### src/rtl/signed_int_to_radix_text_top_assert.svh
// ----------------------------------------------------------------------------
// signed_int_to_radix_text_top_assert.svh
// assertion macros shared by the radix text converter modules
// ----------------------------------------------------------------------------
`ifndef SIGNED_INT_TO_RADIX_TEXT_TOP_ASSERT_SVH
`define SIGNED_INT_TO_RADIX_TEXT_TOP_ASSERT_SVH

`ifndef SYNTHESIS
// plain property, checked on every edge outside reset
`define SIRT_ASSERT(lbl, clk, rstn, prop) \
    lbl: assert property (@(posedge clk) disable iff (!rstn) (prop)) \
        else $error("sirt assertion failed");
// same-cycle implication
`define SIRT_IMPLY(lbl, clk, rstn, ante, cons) \
    lbl: assert property (@(posedge clk) disable iff (!rstn) (ante) |-> (cons)) \
        else $error("sirt implication failed");
`else
`define SIRT_ASSERT(lbl, clk, rstn, prop)
`define SIRT_IMPLY(lbl, clk, rstn, ante, cons)
`endif

`endif

### src/rtl/sirt_pkg.sv
// ----------------------------------------------------------------------------
// sirt_pkg
// shared constants, types and the digit character lookup of the radix text
// converter
// ----------------------------------------------------------------------------
package sirt_pkg;

    localparam int NUMBER_WIDTH = 32;
    localparam int MAX_CHARS    = 33;
    localparam int RADIX_MIN    = 2;
    localparam int RADIX_MAX    = 36;

    localparam int RADIX_W   = 6;
    localparam int CHAR_W    = 8;
    localparam int DIGIT_W   = $clog2(RADIX_MAX);
    localparam int BIT_CNT_W = $clog2(NUMBER_WIDTH);
    localparam int IDX_W     = $clog2(MAX_CHARS);
    localparam int CNT_W     = $clog2(MAX_CHARS + 1);

    localparam logic [CHAR_W-1:0] MINUS_CHAR = 8'h2D;
    localparam logic [CHAR_W-1:0] ZERO_CHAR  = 8'h30;
    localparam logic [CHAR_W-1:0] ALPHA_CHAR = 8'h41;
    localparam logic [CHAR_W-1:0] NUL_CHAR   = 8'h00;

    typedef enum logic [2:0] {
        ST_IDLE,
        ST_EMPTY,
        ST_DIV,
        ST_STORE,
        ST_SIGN,
        ST_READ,
        ST_PUT
    } state_t;

    // controller to datapath
    typedef struct packed {
        logic capture;
        logic div_step;
        logic store_digit;
        logic rd_issue;
        logic load_sign;
        logic load_digit;
        logic load_empty;
        logic idx_dec;
    } cmd_t;

    // datapath to controller
    typedef struct packed {
        logic div_last;
        logic quot_zero;
        logic negative;
        logic idx_zero;
        logic out_free;
    } sts_t;

    function automatic logic [CHAR_W-1:0] digit_char(input logic [DIGIT_W-1:0] d);
        logic [CHAR_W-1:0] dx;
        dx = CHAR_W'(d);
        if (d < DIGIT_W'(10))
            return ZERO_CHAR + dx;
        else if (d < DIGIT_W'(RADIX_MAX))
            return ALPHA_CHAR + dx - CHAR_W'(10);
        else
            return NUL_CHAR;
    endfunction

endpackage

### src/rtl/sirt_ctrl.sv
// ----------------------------------------------------------------------------
// sirt_ctrl
// sequencer: accepts an item, runs the bit-serial divider once per digit,
// then walks the digit store from the top and hands out one beat per character,
// or a single empty beat when the base is out of range
`include "signed_int_to_radix_text_top_assert.svh"

module sirt_ctrl (
    input  logic                               clk,
    input  logic                               rst_n,
    input  logic                               in_valid,
    input  logic [sirt_pkg::RADIX_W-1:0]       radix,
    input  sirt_pkg::sts_t                     sts,
    output sirt_pkg::cmd_t                     cmd,
    output logic                               in_stall
);

    sirt_pkg::state_t state_reg;
    sirt_pkg::state_t state_next;
    logic             radix_ok;

    assign radix_ok = (radix >= sirt_pkg::RADIX_W'(sirt_pkg::RADIX_MIN))
                   && (radix <= sirt_pkg::RADIX_W'(sirt_pkg::RADIX_MAX));

    always_ff @(posedge clk or negedge rst_n)
    begin
        if (!rst_n)
        begin
            state_reg <= sirt_pkg::ST_IDLE;
        end
        else
        begin
            state_reg <= state_next;
        end
    end

    always_comb
    begin
        state_next = state_reg;
        cmd        = '0;
        in_stall   = 1'b1;
        case (state_reg)
            sirt_pkg::ST_IDLE:
            begin
                in_stall = 1'b0;
                if (in_valid)
                begin
                    cmd.capture = 1'b1;
                    state_next  = radix_ok ? sirt_pkg::ST_DIV : sirt_pkg::ST_EMPTY;
                end
            end
            sirt_pkg::ST_EMPTY:
            begin
                if (sts.out_free)
                begin
                    cmd.load_empty = 1'b1;
                    state_next     = sirt_pkg::ST_IDLE;
                end
            end
            sirt_pkg::ST_DIV:
            begin
                cmd.div_step = 1'b1;
                if (sts.div_last)
                begin
                    state_next = sirt_pkg::ST_STORE;
                end
            end
            sirt_pkg::ST_STORE:
            begin
                cmd.store_digit = 1'b1;
                if (!sts.quot_zero)
                    state_next = sirt_pkg::ST_DIV;
                else if (sts.negative)
                    state_next = sirt_pkg::ST_SIGN;
                else
                    state_next = sirt_pkg::ST_READ;
            end
            sirt_pkg::ST_SIGN:
            begin
                if (sts.out_free)
                begin
                    cmd.load_sign = 1'b1;
                    state_next    = sirt_pkg::ST_READ;
                end
            end
            sirt_pkg::ST_READ:
            begin
                cmd.rd_issue = 1'b1;
                state_next   = sirt_pkg::ST_PUT;
            end
            sirt_pkg::ST_PUT:
            begin
                if (sts.out_free)
                begin
                    cmd.load_digit = 1'b1;
                    if (sts.idx_zero)
                    begin
                        state_next = sirt_pkg::ST_IDLE;
                    end
                    else
                    begin
                        cmd.idx_dec = 1'b1;
                        state_next  = sirt_pkg::ST_READ;
                    end
                end
            end
            default:
            begin
                state_next = sirt_pkg::ST_IDLE;
            end
        endcase
    end

    // at most one source fills the output register in a cycle
    `SIRT_ASSERT(a_one_load, clk, rst_n, $onehot0({cmd.load_sign, cmd.load_digit, cmd.load_empty}))
    // the output register is only filled when it has room
    `SIRT_IMPLY(a_load_free, clk, rst_n, cmd.load_sign || cmd.load_digit || cmd.load_empty, sts.out_free)
    // a digit is stored only right after the final divider step
    `SIRT_IMPLY(a_store_after_div, clk, rst_n, cmd.store_digit, $past(cmd.div_step) && $past(sts.div_last))

endmodule

### src/rtl/sirt_dpath.sv
// ----------------------------------------------------------------------------
// sirt_dpath
// magnitude register, restoring divider (one quotient bit per cycle),
// digit store and output register
// ----------------------------------------------------------------------------
`include "signed_int_to_radix_text_top_assert.svh"

module sirt_dpath (
    input  logic                                    clk,
    input  logic                                    rst_n,
    input  sirt_pkg::cmd_t                          cmd,
    output sirt_pkg::sts_t                          sts,
    input  logic signed [sirt_pkg::NUMBER_WIDTH-1:0] number,
    input  logic [sirt_pkg::RADIX_W-1:0]            radix,
    output logic                                    out_valid,
    input  logic                                    out_stall,
    output logic [sirt_pkg::CHAR_W-1:0]             character,
    output logic                                    is_empty,
    output logic                                    last
);

    localparam int NW = sirt_pkg::NUMBER_WIDTH;
    localparam int DW = sirt_pkg::DIGIT_W;

    logic [NW-1:0]                    q_reg,     q_next;
    logic [DW-1:0]                    rem_reg,   rem_next;
    logic [sirt_pkg::RADIX_W-1:0]     radix_reg, radix_next;
    logic                             neg_reg,   neg_next;
    logic [sirt_pkg::BIT_CNT_W-1:0]   bit_reg,   bit_next;
    logic [sirt_pkg::CNT_W-1:0]       cnt_reg,   cnt_next;
    logic [sirt_pkg::IDX_W-1:0]       idx_reg,   idx_next;
    logic                             out_valid_reg, out_valid_next;

    logic [DW-1:0]                    digit_mem [sirt_pkg::MAX_CHARS];
    logic [DW-1:0]                    rd_data_reg;
    logic [sirt_pkg::CHAR_W-1:0]      char_reg;
    logic                             empty_reg;
    logic                             last_reg;

    logic [NW-1:0]                    num_u;
    logic [NW-1:0]                    magnitude;
    logic [DW:0]                      rem_shift;
    logic [DW:0]                      rem_sub;
    logic                             rem_ge;

    assign num_u     = number;
    assign magnitude = num_u[NW-1] ? (~num_u + 1'b1) : num_u;

    // one restoring step: shift in the next dividend bit, subtract if it fits
    assign rem_shift = {rem_reg, q_reg[NW-1]};
    assign rem_sub   = rem_shift - (DW+1)'(radix_reg);
    assign rem_ge    = rem_shift >= (DW+1)'(radix_reg);

    always_comb
    begin
        q_next         = q_reg;
        rem_next       = rem_reg;
        radix_next     = radix_reg;
        neg_next       = neg_reg;
        bit_next       = bit_reg;
        cnt_next       = cnt_reg;
        idx_next       = idx_reg;
        out_valid_next = out_valid_reg;

        if (cmd.capture)
        begin
            q_next     = magnitude;
            rem_next   = '0;
            radix_next = radix;
            neg_next   = num_u[NW-1];
            bit_next   = '0;
            cnt_next   = '0;
        end
        if (cmd.div_step)
        begin
            q_next   = {q_reg[NW-2:0], rem_ge};
            rem_next = rem_ge ? rem_sub[DW-1:0] : rem_shift[DW-1:0];
            bit_next = bit_reg + 1'b1;
        end
        if (cmd.store_digit)
        begin
            // idx tracks the most recent digit, so it ends on the top one
            idx_next = cnt_reg[sirt_pkg::IDX_W-1:0];
            cnt_next = cnt_reg + 1'b1;
            rem_next = '0;
            bit_next = '0;
        end
        if (cmd.idx_dec)
        begin
            idx_next = idx_reg - 1'b1;
        end

        if (cmd.load_sign || cmd.load_digit || cmd.load_empty)
            out_valid_next = 1'b1;
        else if (!out_stall)
            out_valid_next = 1'b0;
    end

    always_ff @(posedge clk or negedge rst_n)
    begin
        if (!rst_n)
        begin
            q_reg         <= '0;
            rem_reg       <= '0;
            radix_reg     <= '0;
            neg_reg       <= 1'b0;
            bit_reg       <= '0;
            cnt_reg       <= '0;
            idx_reg       <= '0;
            out_valid_reg <= 1'b0;
        end
        else
        begin
            q_reg         <= q_next;
            rem_reg       <= rem_next;
            radix_reg     <= radix_next;
            neg_reg       <= neg_next;
            bit_reg       <= bit_next;
            cnt_reg       <= cnt_next;
            idx_reg       <= idx_next;
            out_valid_reg <= out_valid_next;
        end
    end

    // digit store, one write and one registered read port
    always_ff @(posedge clk)
    begin
        if (cmd.store_digit)
        begin
            digit_mem[cnt_reg[sirt_pkg::IDX_W-1:0]] <= rem_reg;
        end
        if (cmd.rd_issue)
        begin
            rd_data_reg <= digit_mem[idx_reg];
        end
    end

    // output payload, only loaded while the register has room
    always_ff @(posedge clk)
    begin
        if (cmd.load_empty)
        begin
            char_reg  <= sirt_pkg::NUL_CHAR;
            empty_reg <= 1'b1;
            last_reg  <= 1'b1;
        end
        else if (cmd.load_sign)
        begin
            char_reg  <= sirt_pkg::MINUS_CHAR;
            empty_reg <= 1'b0;
            last_reg  <= 1'b0;
        end
        else if (cmd.load_digit)
        begin
            char_reg  <= sirt_pkg::digit_char(rd_data_reg);
            empty_reg <= 1'b0;
            last_reg  <= (idx_reg == '0);
        end
    end

    assign sts.div_last  = (bit_reg == sirt_pkg::BIT_CNT_W'(NW - 1));
    assign sts.quot_zero = (q_reg == '0);
    assign sts.negative  = neg_reg;
    assign sts.idx_zero  = (idx_reg == '0);
    assign sts.out_free  = !out_valid_reg || !out_stall;

    assign out_valid = out_valid_reg;
    assign character = char_reg;
    assign is_empty  = empty_reg;
    assign last      = last_reg;

    // partial remainder stays below the base while dividing
    `SIRT_IMPLY(a_rem_range, clk, rst_n, cmd.div_step, rem_reg < DW'(radix_reg))
    // a store write never runs past the end of the digit store
    `SIRT_IMPLY(a_store_room, clk, rst_n, cmd.store_digit, cnt_reg < sirt_pkg::CNT_W'(NW))
    // a digit beat always reads an entry that was written in this conversion
    `SIRT_IMPLY(a_read_written, clk, rst_n, cmd.rd_issue, sirt_pkg::CNT_W'(idx_reg) < cnt_reg)

endmodule

### src/rtl/signed_int_to_radix_text_top.sv
// ----------------------------------------------------------------------------
// signed_int_to_radix_text_top
// converts a signed 32-bit number to its text in base 2..36, one character
// per output beat, most significant first, negatives with a leading minus sign
// ----------------------------------------------------------------------------
//  channel | handshake            | payload
//  --------+----------------------+----------------------------------
//  in      | in_valid / in_stall  | number[31:0] signed, radix[5:0]
//  out     | out_valid / out_stall| character[7:0], is_empty, last
//
//  the bit-serial divider gives one quotient bit per cycle, then the
//  digit is stored; each character is read out of the digit store
//  (ST_READ, then ST_PUT) and a minus sign is loaded in ST_SIGN;
//  a new item is taken only after the last beat of the one before is
//  loaded, and out_stall holding the output register holds this up too
//  an invalid base goes to ST_EMPTY, which loads its empty beat once the
//  output register has room, and then back to idle for the next item
//  in_stall is high from accept until the last beat is loaded
//  rst_n clears the sequencer and counters; the digit store is not cleared
// ----------------------------------------------------------------------------
module signed_int_to_radix_text_top (
    input  logic                                    clk,
    input  logic                                    rst_n,
    input  logic                                    in_valid,
    output logic                                    in_stall,
    input  logic signed [sirt_pkg::NUMBER_WIDTH-1:0] number,
    input  logic [sirt_pkg::RADIX_W-1:0]            radix,
    output logic                                    out_valid,
    input  logic                                    out_stall,
    output logic [sirt_pkg::CHAR_W-1:0]             character,
    output logic                                    is_empty,
    output logic                                    last
);

    sirt_pkg::cmd_t cmd;
    sirt_pkg::sts_t sts;

    sirt_ctrl u_ctrl (
        .clk      (clk),
        .rst_n    (rst_n),
        .in_valid (in_valid),
        .radix    (radix),
        .sts      (sts),
        .cmd      (cmd),
        .in_stall (in_stall)
    );

    sirt_dpath u_dpath (
        .clk       (clk),
        .rst_n     (rst_n),
        .cmd       (cmd),
        .sts       (sts),
        .number    (number),
        .radix     (radix),
        .out_valid (out_valid),
        .out_stall (out_stall),
        .character (character),
        .is_empty  (is_empty),
        .last      (last)
    );

endmodule
### config.mk
export PLATFORM = sky130hd
export DESIGN_NAME = signed_int_to_radix_text_top
export DESIGN_NICKNAME = d
export VERILOG_FILES = /design/src/rtl/sirt_pkg.sv /design/src/rtl/sirt_ctrl.sv /design/src/rtl/sirt_dpath.sv /design/src/rtl/signed_int_to_radix_text_top.sv
export VERILOG_INCLUDE_DIRS = /design/src /design/src/rtl
export SDC_FILE = /design/constraint.sdc
export NUM_CORES = 1
export LEC_CHECK = 0
export BUFFER_PORTS_ARGS = -buffer_cell sky130_fd_sc_hd__buf_4
export CORE_ASPECT_RATIO = 1.1
export CORE_MARGIN = 2
export CORE_UTILIZATION = 45
export CTS_BUF_LIST = sky130_fd_sc_hd__clkbuf_4 sky130_fd_sc_hd__clkbuf_8
export DETAILED_ROUTE_END_ITERATION = 8
export PLACE_DENSITY_LB_ADDON = 0.05
export SYNTH_ARGS = -nofsm -noshare
export SYNTH_HDL_FRONTEND = slang
export SYNTH_SLANG_ARGS = --single-unit
### constraint.sdc
create_clock -name clk -period 3.4 [get_ports clk]
set_input_delay 0.51 -clock clk [delete_from_list [all_inputs] [get_ports clk]]
set_output_delay 0.51 -clock clk [all_outputs]
set_load 0.005 [all_outputs]
* Yosys cells after proc, flatten, opt, wreduce, memory -nomap -nowiden
Memories as Yosys holds them, arrays and structs flattened. A register that Yosys moved wholly into a read port is not among the register bits. Index checks and enable logic that the tools add are counted.
Storage, ports and cells: memories kept 1, flip-flop bits (word level) 76, output and inout port bits 12, bits of input ports 42, RAM bits 198, word-level logic and storage cells 105
Memory list:
- u_dpath.digit_mem | depth 33, width 6, rd ports 1, clocked after Yosys merged registers in 1, wr ports 1, line sirt_dpath.sv:34 | logic [DW-1:0] digit_mem [sirt_pkg::MAX_CHARS];
Operators by class: order comparisons 5, eq/ne operators 13, bitwise operators 1, muxes and demuxes 48, reductions and logical operators 16, add/sub/neg operators 8
Operator list (count):
- $mux 32 | 3
- $mux 6 | 9
- $add 32x1->32 const B | 1
- $logic_not 32->1 | 1
- $not 32->32 | 1
- $mux 1 | 22
- $mux 3 | 7
- $pmux 3 s7 | 1
- $mux 8 | 2
- $mux 5 | 3
- $ne 2x2->1 const B | 5
- $eq 3x3->1 const B | 3
- $add 7x6->8 const A | 1
- $reduce_bool 2->1 | 4
- $sub 8x4->8 const B | 1
- $add 6x6->7 const A | 1
- $ge 7x6->1 | 1
- $add 6x1->6 const B | 1
- $eq 3x2->1 const B | 2
- $ge 6x2->1 const B | 1
- $le 6x6->1 const B | 1
- $logic_not 6->1 | 1
- $lt 6x4->1 const B | 1
- $lt 6x6->1 const B | 1
- 14 further kinds | 17

* Longest topological paths before layout
Gate-level depths: netlist of run 1.
depth in word-level cells 7, depth in mapped cells 12, depth with buffers taken out 9

* By module
A second synthesis of run 1 with hierarchy kept.
Second synthesis, totals: cells, all modules 980, area, all modules 12811.0 sq um
By module, submodules not included:
- sirt_dpath | seq. area each 7882.6 sq um, instances 1, cells an instance 935, area an instance 12465.7 sq um
- sirt_ctrl | seq. area each 75.1 sq um, instances 1, cells an instance 45, area an instance 345.3 sq um

* Worst setup path before layout of run 1
Ideal clock, no wire load.
path kind register to register, from reg u_dpath.idx_reg[0] (netlist name), to reg u_dpath.idx_reg[5] (netlist name), library setup time 149 ps, period minus slack after synthesis 2764 ps, data arrival time 2615 ps, buffers on the path 5, stages on the path, launching flop included 13, path slack 636 ps, required time 3251 ps, path through dfrtp_1 buf_2 buf_2 buf_2 buf_2 inv_1 ha_1 nand3b_1 nand2b_1 clkbuf_1 or4_1 o211ai_1 o311ai_0
On the way: cells in the longest elaborated chain, start to end 5, elaborated cells between the ends (all ways) 7, classes of those cells add/sub (1); mux (4); reduce/logical (2)
RTL lines:
- start: declaration | line sirt_dpath.sv:31 | logic [sirt_pkg::IDX_W-1:0] idx_reg, idx_next;
- start signal: assignment | line sirt_dpath.sv:120 | idx_reg <= idx_next;
- branches (longest 5 deep; another with $sub 6x1->6)
Parallel ways; which one is timed is not known. A chain may end at the register's enable or synchronous reset.

==> metrics list, run 1 <==
- Half-perimeter wire length after detailed placement: 19.81 mm
- Entering global routing, the biggest net connects 67 pins.
- The run finished with clean final reports.
* Nets: 1095
- The tree is rooted in a sky130_fd_sc_hd__clkbuf_8.
- In the final layout, the share of cells above drive strength 1 is 0.1951.
* Most instantiated flip-flop cell in the synthesis netlist: sky130_fd_sc_hd__edfxtp_1
* Gates resized, CTS repair: 0
* Count of placed standard cells in the final layout, fillers left out: 1436
- After detailed routing, the number of vias per cell comes to 5.705.
- In this run the core area contains 64 standard-cell rows.
- Count of hold-fix buffers inserted at cts: 0
* Cells taking the most area after synthesis: sky130_fd_sc_hd__edfxtp_1 48%, sky130_fd_sc_hd__dfrtp_1 13%, sky130_fd_sc_hd__mux4_2 7.7%
- Yosys synthesis warning count: 0
- Multiplexer area fraction after synthesis: 0.1012
- Iteration count of the initial detailed-routing pass: 5
- In the routed design, unresolved DRC markers number 0.
- Power per cell area: 759.2 mW/mm2
- Most used cells in the layout excluding fill and tap cells: 204 x sky130_fd_sc_hd__edfxtp_1, 90 x sky130_fd_sc_hd__nor2_1, 83 x sky130_fd_sc_hd__o21ai_0
- Yosys mapped a number of flops with a built-in enable equal to 204.
- Max Slew Vio Count: 0
- Number of instances in the placed design: 1349
- Worst vdd rail ir drop: 503.8 uV
- The mapped netlist covers 0.01263 mm2.
* Fraction of the mapped netlist area in simple logic gates: 0.09955
- Data on the critical path arrives at its endpoint at 2.84 ns.
* Worst Hold Class: in2async
- Area leader, netlist: sky130_fd_sc_hd__edfxtp_1
- In this run, synthesis produced a sequential element count of 279.
- Final setup TNS: 0 ns
* Maximum frequency from static timing analysis: 391.7 MHz
- Slack of the critical path: 0.8473 ns
* Worst reg-to-reg setup slack: 0.85 ns
- Final-report hold violation count: 0
- The total area inside the core boundary comes to 0.02771 mm2.
- GRT Total Usage: 0.2092
- Clock buffer depth: 3
* Placer Congestion: 0.8147
- The detailed router finished its first iteration with 605 violations.
- Wire length of the first global-routing pass: 47.21 mm
- Max-cap violations in this run came to 0.
* Static Leakage: 5.181 nW
- Clock tree synthesis inserted a total of 47 buffers.
- Latest clock arrival within the worst-skew pair: 0.56 ns
- Buffers inserted during post-CTS setup optimization: 0
- The H-tree generated during clock tree synthesis spans 2 levels.
- Of the total synthesized cell area, the portion taken by full adders, half adders and majority gates is 0.01842.
* Initial core utilization: 0.4559
- In this run the horizontal extent of the chip is 163.7 um.
- Along the worst path, the maximum fanout reaches 24.
- Compared with the post-synthesis result, the final layout area differs by 14.13%.
- Total routed wirelength: 30.13 mm
- Clock tree from TritonCTS: done
- Max reg flops: 198
- Unique cell type count in the Yosys netlist: 62
- Setup clock skew after layout: 0.01478 ns
* Util after Layout: 0.5203
- The number of global-route vias before repair was 8194.
- Post-synthesis share of cell area spent on xor and xnor gates: 0.01664
- The share of the Yosys chip area taken by registers is 0.6300.
- Post-place setup slack: 0.5925 ns
- Overflow left after global routing: 0
* Clk pin slew, worst setup/hold paths: 0.06 ns
* Average detailed-routed wire length per instance: 20.98 um
* Main combinational cell family by area after synthesis: compound AO/OA/AOI/OAI gates
- Async set-or-reset flop fraction in the synthesized netlist: 0.2366
- Total number of vias: 8192
- In this run the tool buffered the top-level ports with 52 buffer cells.
- Synth Net Count: 1018
- STA classifies the critical path endpoint as a flop.
- CTS saw 279 sinks.
- Class of the most critical setup path: reg2reg
- Worst slew slack as a fraction of its limit: 0.4041
* Average cell area after synthesis: 13.18 um2
- Of the post-synthesis cell area, the dominant cell type holds 0.4850.
- Number of antenna violations at the first check in global routing: 0
- At the worst endpoint, the required time is 3.69 ns.
* Floorplan die height: 179.7 um
* Setup repair after global routing missed its margin: no
- Post-synthesis cell count: 958
- At the pin with the least slew margin, the transition time is 0.8938 ns.
* Share of the clock period used by the worst path after layout: 0.7508
- After layout, the minimum clock period comes to 2.553 ns.
* Number of nets with antenna violations after routing: 0
- The design draws 0.01094 W.
- The floorplan step defined a die boundary enclosing 0.02943 mm2.
- Final count of negative-setup-slack endpoints: 0
- In this run the count of I/O pins placed on the die edge is 54.
* Compound-gate portion of the synthesized area: 0.1094
* Critical Path Source Type: flop
* Most common cell after layout, fill and taps aside: sky130_fd_sc_hd__edfxtp_1
cell type report:
cell class                      instances  area (um2)
Antenna cell                            2       5.005
Tap cell                              363       454.2
Clock inverter                         27       146.4
Multi-Input combinational cell        602        4369
Timing Repair Buffer                   83       660.6
Fill cell                            2514       13290
Inverter                               22       82.58
Sequential cell                       279        7961
Clock buffer                           58       735.7
metal layers:
metal | wire (um) | vias to the layer above | track usage
met5 | 0 | - | 0
met4 | 430 | 0 | 0.04772
met2 | 14280 | 196 | 0.3276
met1 | 13920 | 4123 | 0.3068
li1 | - | 3834 | -
met3 | 1503 | 39 | 0.03761
worst paths after layout:
check / startpoint / end / cells after the start
min in group clk: radix[0] / u_dpath.radix_reg[0] / 3
worst min-delay path: rst_n / u_dpath.q_reg[25] / 1
max in group asynchronous: rst_n / u_dpath.idx_reg[0] / 1
worst min register to register: u_dpath.neg_reg / u_dpath.neg_reg / 2
worst max register to register: u_dpath.idx_reg[0] / u_dpath.rd_data_reg[2] / 6
worst max-delay path: u_dpath.idx_reg[0] / u_dpath.rd_data_reg[2] / 6
stage by stage:
| step | hold WS, ns | area, um2 |
|---|---|---|
| 2_1_floorplan | 0.2144 | 12630 |
| 3_3_place_gp | 0.4695 | 13530 |
| 3_5_place_dp | 0.4665 | 13530 |
| 4_1_cts | 0.09915 | 14410 |
| 5_1_grt | 0.1244 | 14410 |
| 6_report | 0.07267 | 14420 |
worst max-delay path, cell delays in order (launching register included):
cell	delay, ns
sky130_fd_sc_hd__dfrtp_4	0.61
sky130_fd_sc_hd__buf_12	0.27
sky130_fd_sc_hd__mux4_2	0.59
sky130_fd_sc_hd__o21ai_0	0.26
sky130_fd_sc_hd__a2111oi_0	0.12
sky130_fd_sc_hd__buf_4	0.17
sky130_fd_sc_hd__a211o_1	0.25
power by group:
part	switching [W]	internal, W	total (W)
Sequential	0.000475	0.00442	0.00490
Combinational	0.00188	0.00134	0.00322
Clock	0.00132	0.00150	0.00282
synth_stat cells (all sizes together) (6+ instances only):
cell / number
o22ai: 9
xnor2: 11
a22o: 17
buf: 11
dfxtp: 9
a211oi: 6
a22oi: 24
nor4: 12
nand4: 6
o21ai: 84
nor2b: 9
nand2b: 9
ha: 17
dfrtp: 66
mux2i: 31
a21oi: 35
edfxtp: 204
inv: 22
nand2: 74
clkbuf: 44
o31ai: 8
xor2: 13
a31oi: 8
mux4: 43
nor3: 18
nand3: 19
nor2: 92
cell families (layout without fill, tap and decap cells):
group / count (synthesis) / count (layout)
other: 1 / 3
buffers and inverters: 77 / 190
xor gates and xnor gates: 24 / 24
DFF: 279 / 279
adders and majority gates: 18 / 18
and+or+nand+nor: 266 / 266
muxes: 74 / 74
AOI/OAI and AO/OA: 219 / 219
No activity file was read; power rests on OpenSTA's default activity.
==> run 2: changes to the inputs <==
==> constraint.sdc (replaced) <==
create_clock -name clk -period 2.1 [get_ports clk]
set_input_delay 0.315 -clock clk [delete_from_list [all_inputs] [get_ports clk]]
set_output_delay 0.315 -clock clk [all_outputs]
set_load 0.005 [all_outputs]
==> metrics list, run 2 (synthesis gave the netlist of run 1 again) <==
- FF-to-FF End: u_dpath.rd_data_reg[2]
- Prior to clock tree synthesis, the placed netlist has a worst setup slack of -0.2687 ns.
* Class of the most critical setup path: reg2reg
- Data required time of the critical path: 2.41 ns
* Share of the clock period used by the worst path after layout: 1.023
- Setup violations remaining at the end of the flow were counted as 6.
- Final-report hold violation count: 0
* Power per cell area: 1231 mW/mm2
* Count of cells along the worst register-to-register path: 6
- For the worst-skew pair, the clock arrives at the later sink with an insertion delay of 0.57 ns.
- The analysis attributes to cell leakage a power of 5.839 nW.
- In this run the power spent charging and discharging nets is 0.006586 W.
* Signed area change from the synthesized netlist to the final layout: 25.40%
- For the pin with the worst max-slew slack, the measured transition is 0.6514 ns.
* Endpoint kind of the worst setup timing path: flop
- The share of total power dissipated in the clock network is 0.254.
- In the routed design, unresolved DRC markers number 0.
- Setup crit end: u_dpath.rd_data_reg[2]
- The number of antenna diodes in the final layout is 0.
- Time the final worst path needs with I/O delays and setup: 2.148 ns
* Num Clock Sinks: 279
* TritonCTS buffer count: 48
- The initialized floorplan defines 64 standard-cell rows.
- Core area: 0.02771 mm2
* Clock buffer depth: 3
- Max reg flops: 198
* Setup repair after global routing missed its margin: yes
- Count of H-tree levels built during CTS: 2
- Most used cells in the layout excluding fill and tap cells: 204 x sky130_fd_sc_hd__edfxtp_1, 148 x sky130_fd_sc_hd__buf_4, 73 x sky130_fd_sc_hd__nor2_1
- During I/O placement, the number of pins put on the boundary was 54.
- VDD sags by at most 655.6 uV.
- Half-perimeter wire length after detailed placement: 21.21 mm
* Worst reg-to-reg setup slack: -0.05 ns
* Average detailed-routed wire length per instance: 20.62 um
* Status: finished with violations
- The worst pin sits at a relative slew slack of 0.5617.
- Clk pin slew, worst setup/hold paths: 0.06 ns
* Critical Path Source Type: flop
- Iteration count of the initial detailed-routing pass: 5
- Wire length of the first global-routing pass: 49.82 mm
- The cell sitting at the root of the clock tree is a sky130_fd_sc_hd__clkbuf_8.
- Total number of vias: 8671
- Worst Hold Class: in2reg
* Startpoint of the worst register-to-register path: u_dpath.idx_reg[0]
- GRT Total Usage: 0.2219
- Floorplan die height: 179.7 um
* Nets: 1199
- Fraction of power spent switching nets: 0.3376
- Total routed wirelength: 31.79 mm
- The floorplan step defined a die boundary enclosing 0.02943 mm2.
* Maximum number of pins on one net before global-route repair: 43
- Violated checks: setup timing
- Number of nets with antenna violations after routing: 0
* Arrival time reported for the critical path endpoint: 2.45 ns
- Of the cells placed in the final design, the portion with a size suffix greater than 1 is 0.3189.
* Input/output buffers: 52
* Clock tree from TritonCTS: done
- Share of total power in sequential cells: 0.400
* Most common cell after layout, fill and taps aside: sky130_fd_sc_hd__edfxtp_1
- Along the worst path, the maximum fanout reaches 7.
- Die Wd: 163.7 um
- At the end of the flow the core is filled with cells to 0.5717.
- Placer Congestion: 0.8103
- After layout, the worst setup slack is -0.04776 ns.
* Max-cap violations: 0
- The initial utilization of the core area, before any placement, comes to 0.4559.
- Number of antenna violations at the first check in global routing: 0
- Gate power share: 0.346
- Via count of the first global-routing pass: 8646
- For this run, the top clock speed supported by timing is 465.6 MHz.
- Setup clock skew after layout: 0.02379 ns
* Via density per instance: 5.623
- Max Slew Vio Count: 0
- Int Pwr: 0.01292 W
- Summed over all layers, the global routing overflow is 0.
- Critical Path Source: u_dpath.idx_reg[0]
- In this run, the number of DRC markers left after iteration 0 of detailed routing was 661.
[run 2: changes by cell type in the layout (fill, tap and decap cells not counted), moves of 6 or more]
cell                            before  now
sky130_fd_sc_hd__nor2_2              2   15
sky130_fd_sc_hd__buf_4              80  148
sky130_fd_sc_hd__o21ai_0            83   63
sky130_fd_sc_hd__clkinv_1           16   10
sky130_fd_sc_hd__nor2_1             90   73
sky130_fd_sc_hd__buf_12              3   14
sky130_fd_sc_hd__o21ai_1             1   18
sky130_fd_sc_hd__dlygate4sd3_1       0   10
sky130_fd_sc_hd__buf_6               0    9
[run 2: worst min-delay path by stage]
stage	from	to	slack [ns]	depth (start not counted)
4_1_cts	number[22]	u_dpath.q_reg[22]	0.006	3
5_1_grt	number[22]	u_dpath.q_reg[22]	0.03	3
2_1_floorplan	rst_n	u_ctrl.state_reg[0]	0.02	0
6_report	number[22]	u_dpath.q_reg[22]	0.04	3
3_5_place_dp	rst_n	u_dpath.q_reg[26]	0.36	1
3_3_place_gp	rst_n	u_dpath.q_reg[26]	0.36	1
[run 2: layout make-up]
class                      instances  area (um2)
clock buffer                      66       827.0
clock inverter                    24       147.6
fill                            2322       11870
inverter                          22       82.58
multi-input combinational        602        4682
sequential                       279        7965
tap                              363       454.2
timing repair buffer             186        1680
[run 2: stage by stage]
stage / TNS [ns] / cell area, um2 / hold WS, ns / instances / power, W
floorplan: -1.017 / 12770 / 0.01941 / 958 / 0.01140
global placement: -5.305 / 14330 / 0.3619 / 1432 / 0.01377
detailed placement: -5.260 / 14330 / 0.3601 / 1432 / 0.01383
CTS: -0.5953 / 15710 / 0.005678 / 1540 / 0.01949
global route: -0.7295 / 15840 / 0.02617 / 1542 / 0.02055
finish: -0.1667 / 15840 / 0.04246 / 1542 / 0.01951
[run 2: metal layers]
| metal | vias up | share of wire | global-route usage |
|---|---|---|---|
| li1 | 4034 | - | - |
| met1 | 4330 | 0.46 | 0.3278 |
| met2 | 249 | 0.46 | 0.3353 |
| met3 | 58 | 0.052 | 0.03853 |
| met4 | 0 | 0.025 | 0.07228 |
| met5 | - | 0 | 0 |
[run 2: repair_timing]
item	in CTS	in global routing
endpoints found under the hold margin	48	0
gates resized for setup	51	36
cloned	2	0
pin swaps	19	12
hold buffers	10	0
setup endpoints to repair	19	81
setup buffers	6	4
[run 2: power groups by stage]
stage | Sequential, W | Clock, W | Combinational (W)
6_report | 0.00781 | 0.00495 | 0.00674
5_1_grt | 0.00790 | 0.00533 | 0.00732
4_1_cts | 0.00779 | 0.00508 | 0.00662
3_5_place_dp | 0.00788 | 0 | 0.00594
3_3_place_gp | 0.00788 | 0 | 0.00589
2_1_floorplan | 0.00791 | 0 | 0.00349
[run 2: worst max-delay path, cell delays in order (launching register included)]
cell,delay [ns]
sky130_fd_sc_hd__dfrtp_4,0.50
sky130_fd_sc_hd__buf_12,0.17
sky130_fd_sc_hd__buf_8,0.10
sky130_fd_sc_hd__mux4_2,0.53
sky130_fd_sc_hd__o31ai_1,0.25
sky130_fd_sc_hd__nor4_1,0.08
sky130_fd_sc_hd__a211o_1,0.26
